### src/hdl/hbw_pkg.sv
// Shared types, constants and the init sequence table for the LCD backpack writer.
`default_nettype none

package hbw_pkg;

    // Input command codes
    localparam logic [2:0] CMD_INIT        = 3'd0;
    localparam logic [2:0] CMD_CLEAR       = 3'd1;
    localparam logic [2:0] CMD_CURSOR      = 3'd2;
    localparam logic [2:0] CMD_CHAR        = 3'd3;
    localparam logic [2:0] CMD_LIGHT       = 3'd4;
    localparam logic [2:0] CMD_GLYPH_START = 3'd5;
    localparam logic [2:0] CMD_GLYPH_ROW   = 3'd6;

    // HD44780 instruction bytes
    localparam logic [7:0] LCD_SET_DDRAM = 8'h80;
    localparam logic [7:0] LCD_SET_CGRAM = 8'h40;
    localparam logic [7:0] LCD_FUNC_4BIT = 8'h28;
    localparam logic [7:0] LCD_DISP_ON   = 8'h0C;
    localparam logic [7:0] LCD_ENTRY     = 8'h06;
    localparam logic [7:0] LCD_CLEAR     = 8'h01;
    localparam logic [3:0] LCD_WAKE_NIB  = 4'h3;
    localparam logic [3:0] LCD_4BIT_NIB  = 4'h2;

    // Cursor clamps
    localparam logic [7:0] ROW_MAX = 8'd3;
    localparam logic [7:0] COL_MAX = 8'd19;

    // Init sequence timing
    localparam logic [5:0] POWER_ON_MS = 6'd50;
    localparam logic [4:0] INIT_LAST   = 5'd25;
    localparam logic [4:0] BYTE_LAST   = 5'd3;
    localparam logic [4:0] HOME_LAST   = 5'd7;
    localparam logic [2:0] GLYPH_ROWS_LAST = 3'd7;

    typedef struct packed {
        logic [2:0] command;
        logic [7:0] row;
        logic [7:0] column;
        logic [7:0] data_byte;
        logic       light_on;
        logic [7:0] glyph_slot;
    } t_in_item;

    typedef struct packed {
        logic [7:0] expander_byte;
        logic       do_write;
        logic [5:0] wait_ms;
        logic       last;
    } t_out_item;

    // Work handed from the front end to the back end
    typedef enum logic [1:0] {
        JOB_BYTE,       // one LCD byte, four expander beats
        JOB_BYTE_HOME,  // LCD byte then set-DDRAM 0x80, eight beats
        JOB_SINGLE,     // one backlight-only beat
        JOB_INIT        // full power-up sequence, 26 beats
    } t_job_kind;

    typedef struct packed {
        t_job_kind  kind;
        logic [7:0] value;
        logic       rs;
        logic [1:0] extra;
        logic       bl;
    } t_job;

    typedef struct packed {
        logic valid;
        t_job job;
    } t_job_beat;

    typedef struct packed {
        logic [3:0] nib;
        logic [2:0] extra;
    } t_init_nib;

    // DDRAM row start addresses
    function automatic logic [7:0] row_base(input logic [1:0] r);
        logic [7:0] b;
        case (r)
            2'd0:    b = 8'h00;
            2'd1:    b = 8'h40;
            2'd2:    b = 8'h14;
            default: b = 8'h54;
        endcase
        return b;
    endfunction

    // Nibbles of the init sequence with their extra delay
    function automatic t_init_nib init_nibble(input logic [3:0] k);
        t_init_nib e;
        case (k)
            4'd0:    e = '{nib: LCD_WAKE_NIB,        extra: 3'd5};
            4'd1:    e = '{nib: LCD_WAKE_NIB,        extra: 3'd1};
            4'd2:    e = '{nib: LCD_WAKE_NIB,        extra: 3'd1};
            4'd3:    e = '{nib: LCD_4BIT_NIB,        extra: 3'd1};
            4'd4:    e = '{nib: LCD_FUNC_4BIT[7:4],  extra: 3'd0};
            4'd5:    e = '{nib: LCD_FUNC_4BIT[3:0],  extra: 3'd1};
            4'd6:    e = '{nib: LCD_DISP_ON[7:4],    extra: 3'd0};
            4'd7:    e = '{nib: LCD_DISP_ON[3:0],    extra: 3'd1};
            4'd8:    e = '{nib: LCD_CLEAR[7:4],      extra: 3'd0};
            4'd9:    e = '{nib: LCD_CLEAR[3:0],      extra: 3'd2};
            4'd10:   e = '{nib: LCD_ENTRY[7:4],      extra: 3'd0};
            4'd11:   e = '{nib: LCD_ENTRY[3:0],      extra: 3'd1};
            default: e = '{nib: 4'h0,                extra: 3'd0};
        endcase
        return e;
    endfunction

endpackage

`default_nettype wire

### src/hdl/hbw_front.sv
// Front end: accepts commands, tracks backlight and glyph state, queues jobs.
`default_nettype none

module hbw_front
    import hbw_pkg::*;
(
    input  wire logic      i_clk,
    input  wire logic      i_rst_n,
    input  wire logic      i_valid,
    output logic           o_ready,
    input  wire t_in_item  i_item,
    input  wire logic      i_full,
    output t_job_beat      o_push
);

    logic       r_backlight, n_backlight;
    logic       r_glyph_active, n_glyph_active;
    logic [2:0] r_glyph_rows, n_glyph_rows;

    logic       accept;
    logic [1:0] row_c;
    logic [4:0] col_c;
    logic [7:0] addr_sum;

    assign o_ready = !i_full;
    assign accept  = i_valid && o_ready;

    // Cursor address with clamped row and column
    always_comb begin
        row_c    = (i_item.row > ROW_MAX) ? ROW_MAX[1:0] : i_item.row[1:0];
        col_c    = (i_item.column > COL_MAX) ? COL_MAX[4:0] : i_item.column[4:0];
        addr_sum = row_base(row_c) + {3'b000, col_c};
    end

    // Classify the command into a job and the next state
    always_comb begin
        n_backlight    = r_backlight;
        n_glyph_active = r_glyph_active;
        n_glyph_rows   = r_glyph_rows;
        o_push.valid      = 1'b0;
        o_push.job.kind   = JOB_BYTE;
        o_push.job.value  = i_item.data_byte;
        o_push.job.rs     = 1'b0;
        o_push.job.extra  = 2'd0;
        o_push.job.bl     = r_backlight;
        case (i_item.command)
            CMD_INIT: begin
                n_backlight     = 1'b1;
                n_glyph_active  = 1'b0;
                n_glyph_rows    = 3'd0;
                o_push.valid    = 1'b1;
                o_push.job.kind = JOB_INIT;
                o_push.job.bl   = 1'b1;
            end
            CMD_CLEAR: begin
                n_glyph_active   = 1'b0;
                n_glyph_rows     = 3'd0;
                o_push.valid     = 1'b1;
                o_push.job.value = LCD_CLEAR;
                o_push.job.extra = 2'd2;
            end
            CMD_CURSOR: begin
                n_glyph_active   = 1'b0;
                n_glyph_rows     = 3'd0;
                o_push.valid     = 1'b1;
                o_push.job.value = LCD_SET_DDRAM | {1'b0, addr_sum[6:0]};
            end
            CMD_CHAR: begin
                o_push.valid  = 1'b1;
                o_push.job.rs = 1'b1;
            end
            CMD_LIGHT: begin
                n_backlight     = i_item.light_on;
                o_push.valid    = 1'b1;
                o_push.job.kind = JOB_SINGLE;
                o_push.job.bl   = i_item.light_on;
            end
            CMD_GLYPH_START: begin
                if (i_item.glyph_slot <= 8'd7) begin
                    n_glyph_active   = 1'b1;
                    n_glyph_rows     = 3'd0;
                    o_push.valid     = 1'b1;
                    o_push.job.value = LCD_SET_CGRAM | {2'b00, i_item.glyph_slot[2:0], 3'b000};
                end
            end
            CMD_GLYPH_ROW: begin
                if (r_glyph_active) begin
                    o_push.valid  = 1'b1;
                    o_push.job.rs = 1'b1;
                    if (r_glyph_rows == GLYPH_ROWS_LAST) begin
                        o_push.job.kind = JOB_BYTE_HOME;
                        n_glyph_active  = 1'b0;
                        n_glyph_rows    = 3'd0;
                    end else begin
                        n_glyph_rows = r_glyph_rows + 3'd1;
                    end
                end
            end
            default: begin
            end
        endcase
        if (!accept) begin
            o_push.valid = 1'b0;
        end
    end

    // State registers
    always_ff @(posedge i_clk) begin
        if (!i_rst_n) begin
            r_backlight    <= 1'b1;
            r_glyph_active <= 1'b0;
            r_glyph_rows   <= 3'd0;
        end else if (accept) begin
            r_backlight    <= n_backlight;
            r_glyph_active <= n_glyph_active;
            r_glyph_rows   <= n_glyph_rows;
        end
    end

endmodule

`default_nettype wire

### src/hdl/hbw_queue.sv
// Small job queue between the front and back ends.
`default_nettype none

module hbw_queue
    import hbw_pkg::*;
#(
    parameter int DEPTH = 4
) (
    input  wire logic       i_clk,
    input  wire logic       i_rst_n,
    input  wire t_job_beat  i_push,
    output logic            o_full,
    output t_job_beat       o_head,
    input  wire logic       i_pop
);

    localparam int PW = (DEPTH > 1) ? $clog2(DEPTH) : 1;
    localparam int CW = $clog2(DEPTH + 1);

    t_job          r_mem [DEPTH];
    logic [PW-1:0] r_wr, n_wr;
    logic [PW-1:0] r_rd, n_rd;
    logic [CW-1:0] r_count;

    logic do_push, do_pop;

    assign do_push = i_push.valid && !o_full;
    assign do_pop  = i_pop && o_head.valid;
    assign o_full  = (r_count == CW'(DEPTH));

    // Head of queue
    always_comb begin
        o_head.valid = (r_count != '0);
        o_head.job   = r_mem[r_rd];
    end

    // Pointer wrap
    always_comb begin
        n_wr = (r_wr == PW'(DEPTH - 1)) ? '0 : r_wr + 1'b1;
        n_rd = (r_rd == PW'(DEPTH - 1)) ? '0 : r_rd + 1'b1;
    end

    // Storage
    always_ff @(posedge i_clk) begin
        if (do_push) begin
            r_mem[r_wr] <= i_push.job;
        end
    end

    // Pointers and fill count
    always_ff @(posedge i_clk) begin
        if (!i_rst_n) begin
            r_wr    <= '0;
            r_rd    <= '0;
            r_count <= '0;
        end else begin
            if (do_push) begin
                r_wr <= n_wr;
            end
            if (do_pop) begin
                r_rd <= n_rd;
            end
            if (do_push && !do_pop) begin
                r_count <= r_count + 1'b1;
            end else if (do_pop && !do_push) begin
                r_count <= r_count - 1'b1;
            end
        end
    end

endmodule

`default_nettype wire

### src/hdl/hbw_back.sv
// Back end: expands queued jobs into expander beats, one per cycle while the output is taken.
`default_nettype none

module hbw_back
    import hbw_pkg::*;
(
    input  wire logic      i_clk,
    input  wire logic      i_rst_n,
    input  wire t_job_beat i_head,
    output logic           o_pop,
    output logic           o_valid,
    input  wire logic      i_ready,
    output t_out_item      o_item
);

    logic [4:0] r_step;
    logic       r_out_valid;
    t_out_item  r_out;

    t_job       job;
    logic       advance;
    logic       is_last;
    logic [4:0] last_step;
    logic [4:0] init_idx;
    t_init_nib  init_e;
    logic       home_sel;
    logic [7:0] val;
    logic       rs;
    logic [3:0] nib;
    logic       en;
    logic [2:0] ext;
    t_out_item  beat;

    assign job     = i_head.job;
    assign advance = i_head.valid && (!r_out_valid || i_ready);
    assign is_last = (r_step == last_step);
    assign o_pop   = advance && is_last;
    assign o_valid = r_out_valid;
    assign o_item  = r_out;

    // Build the beat for the current step of the head job
    always_comb begin
        init_idx = r_step - 5'd1;
        init_e   = init_nibble(init_idx[4:1]);
        home_sel = (job.kind == JOB_BYTE_HOME) && r_step[2];
        val      = home_sel ? LCD_SET_DDRAM : job.value;
        rs       = home_sel ? 1'b0 : job.rs;
        nib      = r_step[1] ? val[3:0] : val[7:4];
        en       = !r_step[0];
        ext      = (r_step[1:0] == 2'd3) ? {1'b0, job.extra} : 3'd0;
        last_step = BYTE_LAST;
        beat.expander_byte = {nib, job.bl, en, 1'b0, rs};
        beat.do_write      = 1'b1;
        beat.wait_ms       = en ? 6'd1 : 6'd1 + {3'b000, ext};
        beat.last          = 1'b0;
        case (job.kind)
            JOB_BYTE: begin
                last_step = BYTE_LAST;
            end
            JOB_BYTE_HOME: begin
                last_step = HOME_LAST;
            end
            JOB_SINGLE: begin
                last_step          = 5'd0;
                beat.expander_byte = {4'h0, job.bl, 3'b000};
                beat.wait_ms       = 6'd0;
            end
            JOB_INIT: begin
                last_step = INIT_LAST;
                if (r_step == 5'd0) begin
                    beat.expander_byte = 8'h00;
                    beat.do_write      = 1'b0;
                    beat.wait_ms       = POWER_ON_MS;
                end else if (r_step == INIT_LAST) begin
                    beat.expander_byte = {4'h0, job.bl, 3'b000};
                    beat.wait_ms       = 6'd0;
                end else begin
                    beat.expander_byte = {init_e.nib, job.bl, !init_idx[0], 2'b00};
                    beat.wait_ms       = !init_idx[0] ? 6'd1 : 6'd1 + {3'b000, init_e.extra};
                end
            end
            default: begin
                last_step = BYTE_LAST;
            end
        endcase
        beat.last = (r_step == last_step);
    end

    // Output register payload
    always_ff @(posedge i_clk) begin
        if (advance) begin
            r_out <= beat;
        end
    end

    // Step counter and output valid
    always_ff @(posedge i_clk) begin
        if (!i_rst_n) begin
            r_step      <= 5'd0;
            r_out_valid <= 1'b0;
        end else begin
            if (advance) begin
                r_step      <= is_last ? 5'd0 : r_step + 5'd1;
                r_out_valid <= 1'b1;
            end else if (i_ready) begin
                r_out_valid <= 1'b0;
            end
        end
    end

    // A job in progress never runs past its final step
    a_step_bound: assert property (@(posedge i_clk) disable iff (!i_rst_n)
        i_head.valid |-> (r_step <= last_step))
        else $error("step counter past end of job");

    // A nonzero step means a job is still at the queue head
    a_step_job: assert property (@(posedge i_clk) disable iff (!i_rst_n)
        (r_step != 5'd0) |-> i_head.valid)
        else $error("step counter running without a job");

    // The job is popped exactly on the beat flagged last
    a_pop_last: assert property (@(posedge i_clk) disable iff (!i_rst_n)
        o_pop |=> (o_valid && o_item.last))
        else $error("job popped without a last beat");

endmodule

`default_nettype wire

### src/hdl/hd44780_i2c_backpack_writer.sv
// Top level: HD44780 4-bit command stream to PCF8574 expander bytes.
`default_nettype none

// Each accepted command yields its expander beats one per cycle while the output
// is taken every cycle: init 26 beats, clear, cursor set, character, glyph start
// and a normal glyph row 4 beats, the eighth glyph row 8 beats, backlight 1 beat;
// ignored commands produce nothing. The single beat generator in the back end
// sets the rate. Commands are taken whenever the job queue (QUEUE_DEPTH entries)
// has room, so the input side runs ahead of a stalled output by up to the queue
// depth plus the beat being shown.
module hd44780_i2c_backpack_writer
    import hbw_pkg::*;
#(
    parameter int QUEUE_DEPTH = 4
) (
    input  wire logic     i_clk,
    input  wire logic     i_rst_n,
    input  wire logic     i_valid,
    output logic          o_ready,
    input  wire t_in_item i_item,
    output logic          o_valid,
    input  wire logic     i_ready,
    output t_out_item     o_item
);

    t_job_beat push;
    t_job_beat head;
    logic      full;
    logic      pop;

    hbw_front u_front (
        .i_clk   (i_clk),
        .i_rst_n (i_rst_n),
        .i_valid (i_valid),
        .o_ready (o_ready),
        .i_item  (i_item),
        .i_full  (full),
        .o_push  (push)
    );

    hbw_queue #(
        .DEPTH (QUEUE_DEPTH)
    ) u_queue (
        .i_clk   (i_clk),
        .i_rst_n (i_rst_n),
        .i_push  (push),
        .o_full  (full),
        .o_head  (head),
        .i_pop   (pop)
    );

    hbw_back u_back (
        .i_clk   (i_clk),
        .i_rst_n (i_rst_n),
        .i_head  (head),
        .o_pop   (pop),
        .o_valid (o_valid),
        .i_ready (i_ready),
        .o_item  (o_item)
    );

endmodule

`default_nettype wire

### config.mk
export PLATFORM = sky130hd
export DESIGN_NAME = hd44780_i2c_backpack_writer
export DESIGN_NICKNAME = d
export VERILOG_FILES = /design/src/hdl/hbw_pkg.sv /design/src/hdl/hbw_front.sv /design/src/hdl/hbw_queue.sv /design/src/hdl/hbw_back.sv /design/src/hdl/hd44780_i2c_backpack_writer.sv
export SDC_FILE = /design/constraint.sdc
export NUM_CORES = 1
export LEC_CHECK = 0
export BUFFER_PORTS_ARGS = -buffer_cell sky130_fd_sc_hd__buf_2
export CAP_MARGIN = 20
export CORE_ASPECT_RATIO = 1.4
export CORE_MARGIN = 1
export CORE_UTILIZATION = 64
export CTS_BUF_LIST = sky130_fd_sc_hd__clkbuf_8
export DETAILED_ROUTE_END_ITERATION = 10
export PLACE_DENSITY = 0.87
export RECOVER_POWER = 50
export SLEW_MARGIN = 20
export SYNTH_ARGS = -nofsm -noshare
export SYNTH_HDL_FRONTEND = slang
export SYNTH_SLANG_ARGS = --single-unit
export TNS_END_PERCENT = 5
### constraint.sdc
create_clock -name i_clk -period 7 [get_ports i_clk]
set_clock_uncertainty 0.1 [all_clocks]
set_input_delay 0.35 -clock i_clk [delete_from_list [all_inputs] [get_ports i_clk]]
set_output_delay 0.35 -clock i_clk [all_outputs]
set_load 0.03 [all_outputs]
======== Word level (Yosys, flattened, before mapping) ========
Memories as Yosys holds them, arrays and structs flattened. A register that Yosys moved wholly into a read port is not among the register bits.
Index checks and enable logic that the tools add are counted.
word-level totals
  register bits ........................... 34
  bits in writable memories ............... 56
  memory bits (read-only) ................. 112
  input port bits ......................... 40
  memories kept ........................... 2
memories
  name             depth  bits a word  rd ports  clocked after Yosys merged registers in  write ports  line             text
  (no name shown)  16     7            1         0                                        0            hbw_pkg.sv:93    case (k)
  u_queue.r_mem    4      14           1         1                                        1            hbw_queue.sv:20  t_job r_mem [DEPTH];
cells by class
  add/subtract/negate cells ............... 10
  $lt $le $gt $ge ......................... 3
  eq/ne operators ......................... 20
  multiplexer cells ....................... 48
  reductions and logical operators ........ 27
operators with widths
  operator                                                                          count
  8-bit 2-to-1 mux                                                                  4
  6-bit 2-to-1 mux                                                                  4
  8-bit one-hot mux with 3 select lines                                             1
  7-bit one-hot mux with 3 select lines                                             1
  5-bit one-hot mux with 4 select lines                                             1
  3-bit 2-to-1 mux                                                                  6
  8-bit one-hot mux with 2 select lines                                             1
  3-bit equality test (second input constant)                                       5
  2-bit 2-to-1 mux                                                                  7
  1-bit 2-to-1 mux                                                                  13
  2-bit equality test (second input constant)                                       6
  6-bit one-hot mux with 2 select lines                                             1
  5-bit 2-to-1 mux                                                                  2
  3-bit one-hot mux with 3 select lines                                             1
  1-bit by 3-bit adder with 4-bit output (first input constant)                     2
  8-bit by 2-bit greater-than comparator with 1-bit output (second input constant)  1
  8-bit by 5-bit greater-than comparator with 1-bit output (second input constant)  1
  8-bit by 3-bit <= comparator with 1-bit output (second input constant)            1
  1-bit logical AND                                                                 8
  7-bit by 5-bit adder with 7-bit output                                            1
  3-bit by 1-bit adder with 3-bit output (second input constant)                    2
  3-bit by 2-bit equality test with 1-bit output (second input constant)            2
  1-bit logical NOT                                                                 6
  1-bit one-hot mux with 3 select lines                                             2
  22 further kinds                                                                  29

======== Depth between registers and ports, before layout ========
Gate-level depths: netlist of run 1.
  depth after elaboration ................. 10
  mapped depth ............................ 14
  depth with buffers taken out ............ 12

======== Hierarchy ========
A second synthesis of run 1 with hierarchy kept.
second synthesis, totals
  cell total of the unflattened synthesis .. 340
  area total of the unflattened synthesis .. 4515.6 sq um
by module, submodules not included
  module     times used  cells an instance  area an instance (sq um)  seq. area each (sq um)
  hbw_queue  1           124                2523.7                    1861.8
  hbw_back   1           120                1256.2                    540.5
  hbw_front  1           96                 735.7                     100.1

======== Worst setup path before layout of run 1 ========
No wires, ideal clock.
  path type ............................... reg2reg
  from .................................... reg with a tool-made name
  to ...................................... reg u_queue.r_count[2]
  setup time .............................. 0.070 ns
  arrival time ............................ 2.945 ns
  data required time ...................... 6.830 ns
  slack ................................... 3.885 ns
  stages on the path, launching flop included .. 15
  path buffers ............................ 2
  clock period less this slack ............ 3.115 ns
  path through ............................ dfxtp_1 buf_6 mux4_2 buf_6 nor2b_1 ha_1 a311o_4 nor3_4 inv_1 ha_1 inv_1 fa_1 xor2_1 or3_1 a21oi_1
RTL lines
  element                 line             text
  end signal: assignment  hbw_queue.sv:64  r_count <= r_count + 1'b1;
  end signal: assignment  hbw_queue.sv:66  r_count <= r_count - 1'b1;
  end: declaration        hbw_queue.sv:23  logic [CW-1:0] r_count;

==> results.json, run 1 <==
{
  "crit_fanout": 17,
  "startpoint_type": "flop",
  "crit_chain": "mux4_2 > nor2b_1 > ha_1 > a311o_4 > nor3_4 > inv_1 > ha_1 > inv_1 > fa_1 > xor2_1 > or3_1 > a21oi_1",
  "worstPathRequired_ns": 7.19,
  "slew_violations": 0,
  "grt_pass1_wl_microns": 13500,
  "tightest_slew_ns": 0.938,
  "slew_headroom": 0.374,
  "htreeDepth": 3,
  "endpoint_kind": "flop",
  "dr_total_vias": 3063,
  "netlist_area_sq_um": 4360,
  "place.gp.congestion": 0.895,
  "die_h_microns": 99.7,
  "postSynthCellCount": 362,
  "rsz0062_at_grt": "false",
  "layout_min_cycle_time_ns": 3.92,
  "dieArea_sq_um": 7150,
  "cts_buffer_depth": 2,
  "start_util": 0.664,
  "placed_cell_area_sq_um": 4630,
  "maxCapViolCount": 0,
  "async_flop_share": 0,
  "final.period_utilization": 0.561,
  "core_sq_um": 6570,
  "run_status": "finished, final reports clean",
  "synth-edff-count": 66,
  "yosysSeqAreaShare": 0.546,
  "cts_resized": 0,
  "slowest_delay_ns": 0.94,
  "final_cell_mix": "66 x edfxtp_1, 37 x buf_2, 30 x nand2_1, 21 x nor2_1",
  "post_cts_buffers": 0,
  "cts_tree": "built",
  "vias_per_cell": 6.26,
  "dp_cells": 473,
  "syn-mean-instance-area_sq_um": 12.0,
  "root_buffer": "clkbuf_8",
  "reg2reg_slack_ns": 3.08,
  "numCtsBuffers": 9,
  "ir_drop_mv": 0.184,
  "grt_pass1_vias": 2957,
  "antenna_found_initial": 0,
  "setup-tns-final_ns": 0,
  "cpMaxStageDelayCell": "dfxtp_1",
  "stdcell_area_sq_um": 4800,
  "layout-drive-gt1-share": 0.183,
  "antenna_cells": 0,
  "hold_viol": 0,
  "die_x_microns": 71.8,
  "hpwl_microns": 6010,
  "ys_ff_latch": 86,
  "first_iter_violations": 163,
  "rows": 35,
  "post-route-util": 0.731,
  "port_buffers": 56,
  "grt_max_degree": 18,
  "nets": 467,
  "crit_buf_inv": 2,
  "worstSkewPairLatency_ns": 0.36,
  "fmax_ghz": 0.255,
  "path_clk_slew_ns": 0.09,
  "ant_nets": 0,
  "ys.flop_type": "edfxtp_1",
  "crit_type": "reg -> reg",
  "p_leak_nw": 1.78,
  "yosysWarnings": 0,
  "arrival_ns": 4.12,
  "p_per_area_nw_per_um2": 345,
  "final-setup-viol-count": 0,
  "track_usage": 0.256,
  "cp_top_family": "flip-flops",
  "areaGrowthSynthToFinish_pct": 10.2,
  "routed_wl_microns": 8500,
  "postCtsHoldBufs": 0,
  "wl_per_cell_microns": 17.4,
  "timing.hold.worst.class": "in -> reg",
  "ys_types": 62,
  "cts_sinks": 86,
  "gr-total-overflow": 0,
  "layout_commonest_cell": "edfxtp_1",
  "fin_cells": 489,
  "dr.pass1.iters": 5,
  "ioPinCount": 58,
  "route.detailed.drc": 0
}
## area by class of cell
| cell class | instances | area [sq um] |
|---|---|---|
| Timing Repair Buffer | 56 | 256 |
| Inverter | 19 | 71.3 |
| Clock inverter | 7 | 77.6 |
| Tap cell | 74 | 92.6 |
| Sequential cell | 86 | 2380 |
| Fill cell | 445 | 1770 |
| Multi-Input combinational cell | 238 | 1800 |
| Clock buffer | 9 | 124 |
## path summary, 6_finish.rpt
check            startpoint            endpoint  cells after the start
max                    flop  u_queue.r_count[2]                     12
min                 i_ready      u_back.o_valid                      4
max reg2reg            flop  u_queue.r_count[2]                     12
min reg2reg  u_back.o_valid      u_back.o_valid                      2
## sequential cells by signal, indices dropped and copies added, names as in the netlist, named ones only
name and count:
u_back.o_item 14, u_back.o_valid 1, u_back.r_step 5, u_front.r_backlight 1, u_front.r_glyph_active 1, u_front.r_glyph_rows 3, u_queue.r_count 3, u_queue.r_mem 52
u_queue.r_rd 2, u_queue.r_wr 2
## logic make-up after synthesis
family          count (synthesis)  synth area share
buf+inv                        39            0.0407
other cells                     1          0.000860
fa+ha+maj                      17            0.0505
xor+xnor                        8            0.0161
compound gates                 73             0.114
simple gates                  115             0.141
mux                            23            0.0907
flops                          86             0.546
## worst register-to-register path: stages, from the launching register on
cell	delay (ns)
dfxtp_1	0.94
mux4_2	0.73
nor2b_1	0.17
ha_1	0.25
a311o_4	0.36
nor3_4	0.21
inv_1	0.07
ha_1	0.22
inv_1	0.09
fa_1	0.20
xor2_1	0.07
or3_1	0.31
a21oi_1	0.14
## layer usage
metal,part of all wire,vias up,GRT usage
met5,0,-,0
met2,0.55,130,0.489
met4,0.026,0,0.130
met3,0.050,26,0.0547
li1,-,1451,-
met1,0.37,1456,0.252
## power by group
group / total, mW / switching [mW] / internal (mW)
sequential: 0.725 / 0.0633 / 0.662
clock: 0.353 / 0.184 / 0.169
combinational: 0.577 / 0.375 / 0.202
total: 1.65 / 0.622 / 1.03
## metrics by stage
stage / power (mW) / setup WS (ns) / hold WS (ns)
floorplan: 1.19 / 3.88 / 0.341
global placement: 1.30 / 3.17 / 0.352
detailed placement: 1.32 / 3.04 / 0.368
CTS: 1.67 / 3.01 / 0.143
global route: 1.74 / 2.80 / 0.188
finish: 1.65 / 3.08 / 0.157
## synth_stat cells, drive strengths merged (4+ instances only)
cell type / n / area, sq um
or3: 4 / 25.0
xnor2: 5 / 43.8
and2: 11 / 68.8
clkbuf: 12 / 46.3
edfxtp: 66 / 1980
o21ai: 20 / 100
nand2: 30 / 113
buf: 8 / 60.1
nand3: 6 / 30.0
a21o: 4 / 30.0
nor3: 11 / 66.3
a21oi: 17 / 96.4
mux4: 13 / 293
dfxtp: 20 / 400
mux2i: 8 / 80.1
ha: 16 / 200
inv: 18 / 67.6
nor2: 21 / 78.8
nor2b: 5 / 31.3
No activity file was read; power rests on OpenSTA's default activity.
==> run 2, diff against run 1 <==
--- a/config.mk
+++ b/config.mk
@@ -5,14 +5,15 @@
 export SDC_FILE = /design/constraint.sdc
 export NUM_CORES = 1
 export LEC_CHECK = 0
+export ABC_AREA = 1
 export BUFFER_PORTS_ARGS = -buffer_cell sky130_fd_sc_hd__buf_2
 export CAP_MARGIN = 20
 export CORE_ASPECT_RATIO = 1.4
 export CORE_MARGIN = 1
-export CORE_UTILIZATION = 64
+export CORE_UTILIZATION = 54
 export CTS_BUF_LIST = sky130_fd_sc_hd__clkbuf_8
 export DETAILED_ROUTE_END_ITERATION = 10
-export PLACE_DENSITY = 0.87
+export PLACE_DENSITY = 0.79
 export RECOVER_POWER = 50
 export SLEW_MARGIN = 20
 export SYNTH_ARGS = -nofsm -noshare
==> constraint.sdc (replaced) <==
create_clock -name i_clk -period 3.2 [get_ports i_clk]
set_clock_uncertainty 0.1 [all_clocks]
set_input_delay 0.16 -clock i_clk [delete_from_list [all_inputs] [get_ports i_clk]]
set_output_delay 0.16 -clock i_clk [all_outputs]
set_load 0.03 [all_outputs]
==> run 2 against run 1 <==
Via count grew 9.7%. Sequential power grew 110%. Critical path depth grew 3. First-iteration DRC count shrank 7.4%. Critical endpoint is now u_queue.r_count[1].
==> results.json, run 2 <==
{
  "track_usage": 0.219,
  "cts_buffer_depth": 2,
  "postSynthCellCount": 445,
  "slowest_delay_ns": 0.39,
  "yosys.area_share.xor_xnor": 0.0141,
  "areaGrowthSynthToFinish_pct": 13.6,
  "synth-edff-count": 66,
  "grt_busiest_layer": "met2",
  "yosysWarnings": 0,
  "startpoint_type": "flop",
  "final_cell_mix": "66 x edfxtp_1, 63 x nand2_1, 62 x nor2_1, 48 x inv_1, 45 x o21ai_0",
  "crit_buf_inv": 2,
  "worstPathRequired_ns": 3.35,
  "grt_pass1_vias": 3222,
  "cts_sinks": 86,
  "cts_tree": "built",
  "vias_per_cell": 5.47,
  "setup_slack_ns": 0.284,
  "numCtsBuffers": 9,
  "n_fill_cell": 636,
  "dieArea_sq_um": 8280,
  "antenna_cells": 0,
  "slew_violations": 0,
  "first_iter_violations": 151,
  "antenna_found_initial": 0,
  "layout_commonest_cell": "edfxtp_1",
  "grt_max_degree": 28,
  "worstSkewPairLatency_ns": 0.35,
  "layout_min_cycle_time_ns": 2.92,
  "place.gp.congestion": 0.881,
  "synth_area_leaders": "edfxtp_1 46%, dfxtp_1 9.4%, nand2_1 5.4%",
  "cp_top_family": "simple AND/OR/NAND/NOR gates",
  "async_flop_share": 0,
  "port_buffers": 56,
  "p_leak_nw": 1.97,
  "synth.most_common_cell": "edfxtp_1",
  "dr.pass1.iters": 4,
  "regMostFlops": "u_queue.r_mem",
  "gr-total-overflow": 0,
  "timing.hold.worst.class": "in -> reg",
  "synth.mux.area_fraction": 0,
  "grt_util_met1": 0.230,
  "ioPinCount": 58,
  "largest_reg_flops": 52,
  "core_sq_um": 7700,
  "hold_viol": 0,
  "final.period_utilization": 0.911,
  "root_buffer": "clkbuf_8",
  "grt_pass1_wl_microns": 13800,
  "whs_ns": 0.0369,
  "post-route-util": 0.630,
  "grtUsageMet3": 0.0492,
  "postCtsHoldBufs": 0,
  "layout-drive-gt1-share": 0.171,
  "ys_types": 43,
  "arrival_ns": 3.07,
  "ys_ff_latch": 86,
  "endpoint_kind": "flop",
  "p_total_mw": 3.61,
  "run_status": "finished, final reports clean",
  "synth_compound_area_frac": 0.108,
  "crit_type": "reg -> reg",
  "yosysTopAreaCell": "edfxtp_1",
  "synthSimpleGateAreaFrac": 0.208,
  "wl_per_cell_microns": 14.1,
  "synth_top_family_by_area": "simple AND/OR/NAND/NOR gates",
  "routed_wl_microns": 8640,
  "grt.met2_usage": 0.397,
  "ant_nets": 0,
  "setup-tns-final_ns": 0,
  "path_clk_slew_ns": 0.09,
  "dpl_worst_slack_ns": 0.165,
  "p_per_area_nw_per_um2": 743,
  "yosysTopAreaCellShare": 0.464,
  "tightest_slew_ns": 1.10,
  "dr_total_vias": 3361,
  "ys.flop_type": "edfxtp_1",
  "netlist_area_sq_um": 4270,
  "final-setup-viol-count": 0,
  "fmax_ghz": 0.343,
  "synth_common_cells": "66 x edfxtp_1, 62 x nand2_1, 62 x nor2_1, 48 x inv_1, 45 x o21ai_0",
  "htreeDepth": 3,
  "yosysSeqAreaShare": 0.558,
  "start_util": 0.555,
  "maxCapViolCount": 0,
  "ir_drop_mv": 0.409,
  "rows": 38,
  "hpwl_microns": 6280,
  "crit_fanout": 27,
  "route.detailed.drc": 0,
  "crit_chain": "inv_6 > nand2_2 > nand2_1 > nand2_1 > nand2_4 > nor2_1 > ha_1 > nand3b_2 > nor2_4 > nand3_4 > ha_1 > inv_1 > fa_1 > o21ai_0 > a21oi_1",
  "die_x_microns": 77.2,
  "die_h_microns": 107,
  "rsz0062_at_grt": "false",
  "slew_headroom": 0.269,
  "nets": 566,
  "synth_adder_area_share": 0.0515,
  "cpMaxStageDelayCell": "dfxtp_2",
  "syn-mean-instance-area_sq_um": 9.60
}
## run 2: cell count changes in the layout (fill, tap and decap cells not counted), sizes merged, moves of 13 or more
cell and change:
nand2 +41, mux4 -13, inv +33, nand3 +18, nor2 +44, o21ai +27
## run 2: cells by family (layout without fill, tap and decap cells)
group                    Yosys count  count (layout)
flip-flops                        86              86
XOR/XNOR                           6               6
AO/OA/AOI/OAI                     82              82
adder cells (fa/ha/maj)           17              17
AND/OR/NAND/NOR                  190             190
other                              1               2
buffers and inverters             63             131
## run 2: worst register-to-register path, cell delays in order, from the launching register on
cell	delay, ns
dfxtp_2	0.39
inv_6	0.18
nand2_2	0.09
nand2_1	0.06
nand2_1	0.08
nand2_4	0.11
nor2_1	0.05
ha_1	0.27
nand3b_2	0.25
nor2_4	0.18
nand3_4	0.11
ha_1	0.22
inv_1	0.11
fa_1	0.39
o21ai_0	0.16
a21oi_1	0.05
## run 2: path summary, 6_finish.rpt
kind,startpoint,to,slack [ns],cells past startpoint
setup / recovery,flop,u_queue.r_count[1],0.28,15
hold / removal,i_rst_n,u_front.r_backlight,0.04,2
setup reg to reg,flop,u_queue.r_count[1],0.28,15
hold reg to reg,u_front.r_glyph_active,u_front.r_glyph_active,0.38,2
## run 2: through the flow
step	instance area, sq um	instances
after floorplan	4280	446
after global placement	4680	598
after detailed placement	4680	598
after CTS	4890	614
after global routing	4850	614
final	4850	614
## run 2: cell type report
cell class,instances,area [sq um],area share
clock buffers,9,124,0.0255
clock inverters,7,80.1,0.0165
well taps,100,125,0.0258
repair buffers,63,307,0.0631
multi-input cells,297,1640,0.337
flip-flops and latches,86,2380,0.491
inverters,52,200,0.0412
## run 2: repair_timing
action,in CTS,in global routing
gates resized for setup,0,1
setup buffers,0,0
setup endpoints to repair,0,2
## run 2: power breakdown
part           switching, mW  internal (mW)  leakage, nW
clock network          0.413          0.372        0.102
logic                  0.936          0.367         1.09
registers             0.0790           1.44        0.778
## run 2: metal layers
metal | vias to the layer above | wire length (microns)
li1 | 1653 | -
met1 | 1545 | 3390
met2 | 141 | 4490
met3 | 22 | 543
met4 | 0 | 214
met5 | - | 0
==> run 3, diff against run 2 <==
==> constraint.sdc (replaced) <==
create_clock -name i_clk -period 3.2 [get_ports i_clk]
set_clock_uncertainty 0.1 [all_clocks]
set_input_delay 0.48 -clock i_clk [delete_from_list [all_inputs] [get_ports i_clk]]
set_output_delay 0.48 -clock i_clk [all_outputs]
set_load 0.03 [all_outputs]
==> run 3 against run 2 <==
Global-route usage barely moved. Critical path type unchanged. Worst hold slack better by 0.33 ns. Clock power is 2.9% higher. Sequential power barely moved. Die area did not move. Critical path depth decreased by 1. Combinational power barely moved. First-iteration DRC count increased by 42%. Sequential share of layout area fell by 0.26 points. Final cell count is 0.49% higher. Register-to-register slack about the same. Core utilization grew 0.34 points.
==> results.json, run 3 (same netlist as run 2, synthesis figures left out) <==
{
  "hold_viol": 0,
  "endpoint_kind": "flop",
  "rows": 38,
  "core_sq_um": 7700,
  "gr-total-overflow": 0,
  "nets": 569,
  "fmax_ghz": 0.342,
  "tightest_slew_ns": 1.09,
  "final-setup-viol-count": 0,
  "dieArea_sq_um": 8280,
  "port_buffers": 56,
  "wl_per_cell_microns": 13.8,
  "route.detailed.drc": 0,
  "crit_type": "reg -> reg",
  "track_usage": 0.219,
  "root_buffer": "clkbuf_8",
  "crit_fanout": 27,
  "start_util": 0.555,
  "placed_cell_area_sq_um": 4710,
  "ant_nets": 0,
  "arrival_ns": 3.06,
  "stdcell_area_sq_um": 4880,
  "wl_met1_microns": 3350,
  "layout_min_cycle_time_ns": 2.92,
  "worstPathRequired_ns": 3.34,
  "run_status": "finished, final reports clean",
  "p_leak_nw": 1.99,
  "p_per_area_nw_per_um2": 744,
  "route.met3.wl_microns": 394,
  "htreeDepth": 3,
  "route.met2.wl_microns": 4510,
  "dr.max_layer_used": "met4",
  "timing.hold.worst.class": "in -> reg",
  "ioPinCount": 58,
  "grt_max_degree": 28,
  "postCtsHoldBufs": 0,
  "final_cell_mix": "66 x edfxtp_1, 63 x nand2_1, 62 x nor2_1, 49 x inv_1, 45 x o21ai_0",
  "antenna_found_initial": 0,
  "die_x_microns": 77.2,
  "grt_pass1_wl_microns": 13900,
  "place.gp.congestion": 0.901,
  "layout-drive-gt1-share": 0.168,
  "dr_total_vias": 3316,
  "antenna_cells": 0,
  "largest_reg_flops": 52,
  "post_cts_buffers": 0,
  "first_iter_violations": 215,
  "areaGrowthSynthToFinish_pct": 14.2,
  "ir_drop_mv": 0.421,
  "maxCapViolCount": 0,
  "cts_buffer_depth": 2,
  "routed_wl_microns": 8520,
  "dpl_worst_slack_ns": 0.149,
  "die_h_microns": 107,
  "worstSkewPairLatency_ns": 0.35,
  "rsz0062_at_grt": "false",
  "path_clk_slew_ns": 0.08,
  "startpoint_type": "flop",
  "vias_per_cell": 5.37,
  "setup_slack_ns": 0.280,
  "cts_tree": "built",
  "setup-tns-final_ns": 0,
  "numCtsBuffers": 9,
  "slew_violations": 0,
  "hpwl_microns": 6300,
  "grt_pass1_vias": 3259,
  "cts_resized": 0,
  "cts_sinks": 86,
  "final.period_utilization": 0.912,
  "regMostFlops": "u_queue.r_mem",
  "dr.pass1.iters": 4,
  "layout_commonest_cell": "edfxtp_1",
  "slew_headroom": 0.271
}
-- run 3: cell count changes in the layout (fill, tap and decap cells not counted), sizes merged --
cell / delta
inv: -1
clkbuf: +2
buf: +1
bufinv: +1
-- run 3: stage by stage --
step	std cells	util	hold WS, ns	total power [mW]
after CTS	617	0.639	0.347	3.68
after global placement	601	0.611	0.358	2.83
after global routing	617	0.634	0.365	3.85
after floorplan	446	-	0.348	2.53
final	617	0.634	0.372	3.63
after detailed placement	601	0.611	0.366	2.88
-- run 3: report_power, final --
| group | total [mW] | internal (mW) | switching [mW] |
|---|---|---|---|
| clock network | 0.807 | 0.435 | 0.372 |
| registers | 1.52 | 1.44 | 0.0785 |
| logic | 1.30 | 0.371 | 0.933 |
| total | 3.63 | 2.25 | 1.38 |
-- run 3: worst paths after layout --
kind,cells past startpoint,from,end,slack (ns)
min reg2reg,2,u_front.r_glyph_active,u_front.r_glyph_active,0.38
max reg2reg,14,flop,u_queue.r_count[1],0.28
max,14,flop,u_queue.r_count[1],0.28
min,2,i_rst_n,u_front.r_backlight,0.37
-- run 3: critical path: stages (launching register included) --
cell      delay (ns)
dfxtp_2         0.45
inv_6           0.12
nand2_1         0.09
nand3_1         0.07
nand2_1         0.16
nor2_1          0.07
ha_1            0.26
nand3b_2        0.24
nor2_4          0.17
nand3_4         0.11
ha_1            0.22
inv_1           0.11
fa_1            0.39
o21ai_0         0.17
a21oi_1         0.06
-- run 3: metal layers --
metal / track usage / up-vias
met5: 0 / -
met4: 0.136 / 0
met3: 0.0492 / 30
met2: 0.398 / 109
met1: 0.226 / 1513
li1: - / 1664
-- run 3: cell type report --
cell class / count / area (sq um)
Timing Repair Buffer: 66 / 324
Clock inverter: 7 / 88.8
Sequential cell: 86 / 2380
Tap cell: 100 / 125
Fill cell: 651 / 2820
Multi-Input combinational cell: 297 / 1640
Inverter: 52 / 200
Clock buffer: 9 / 124
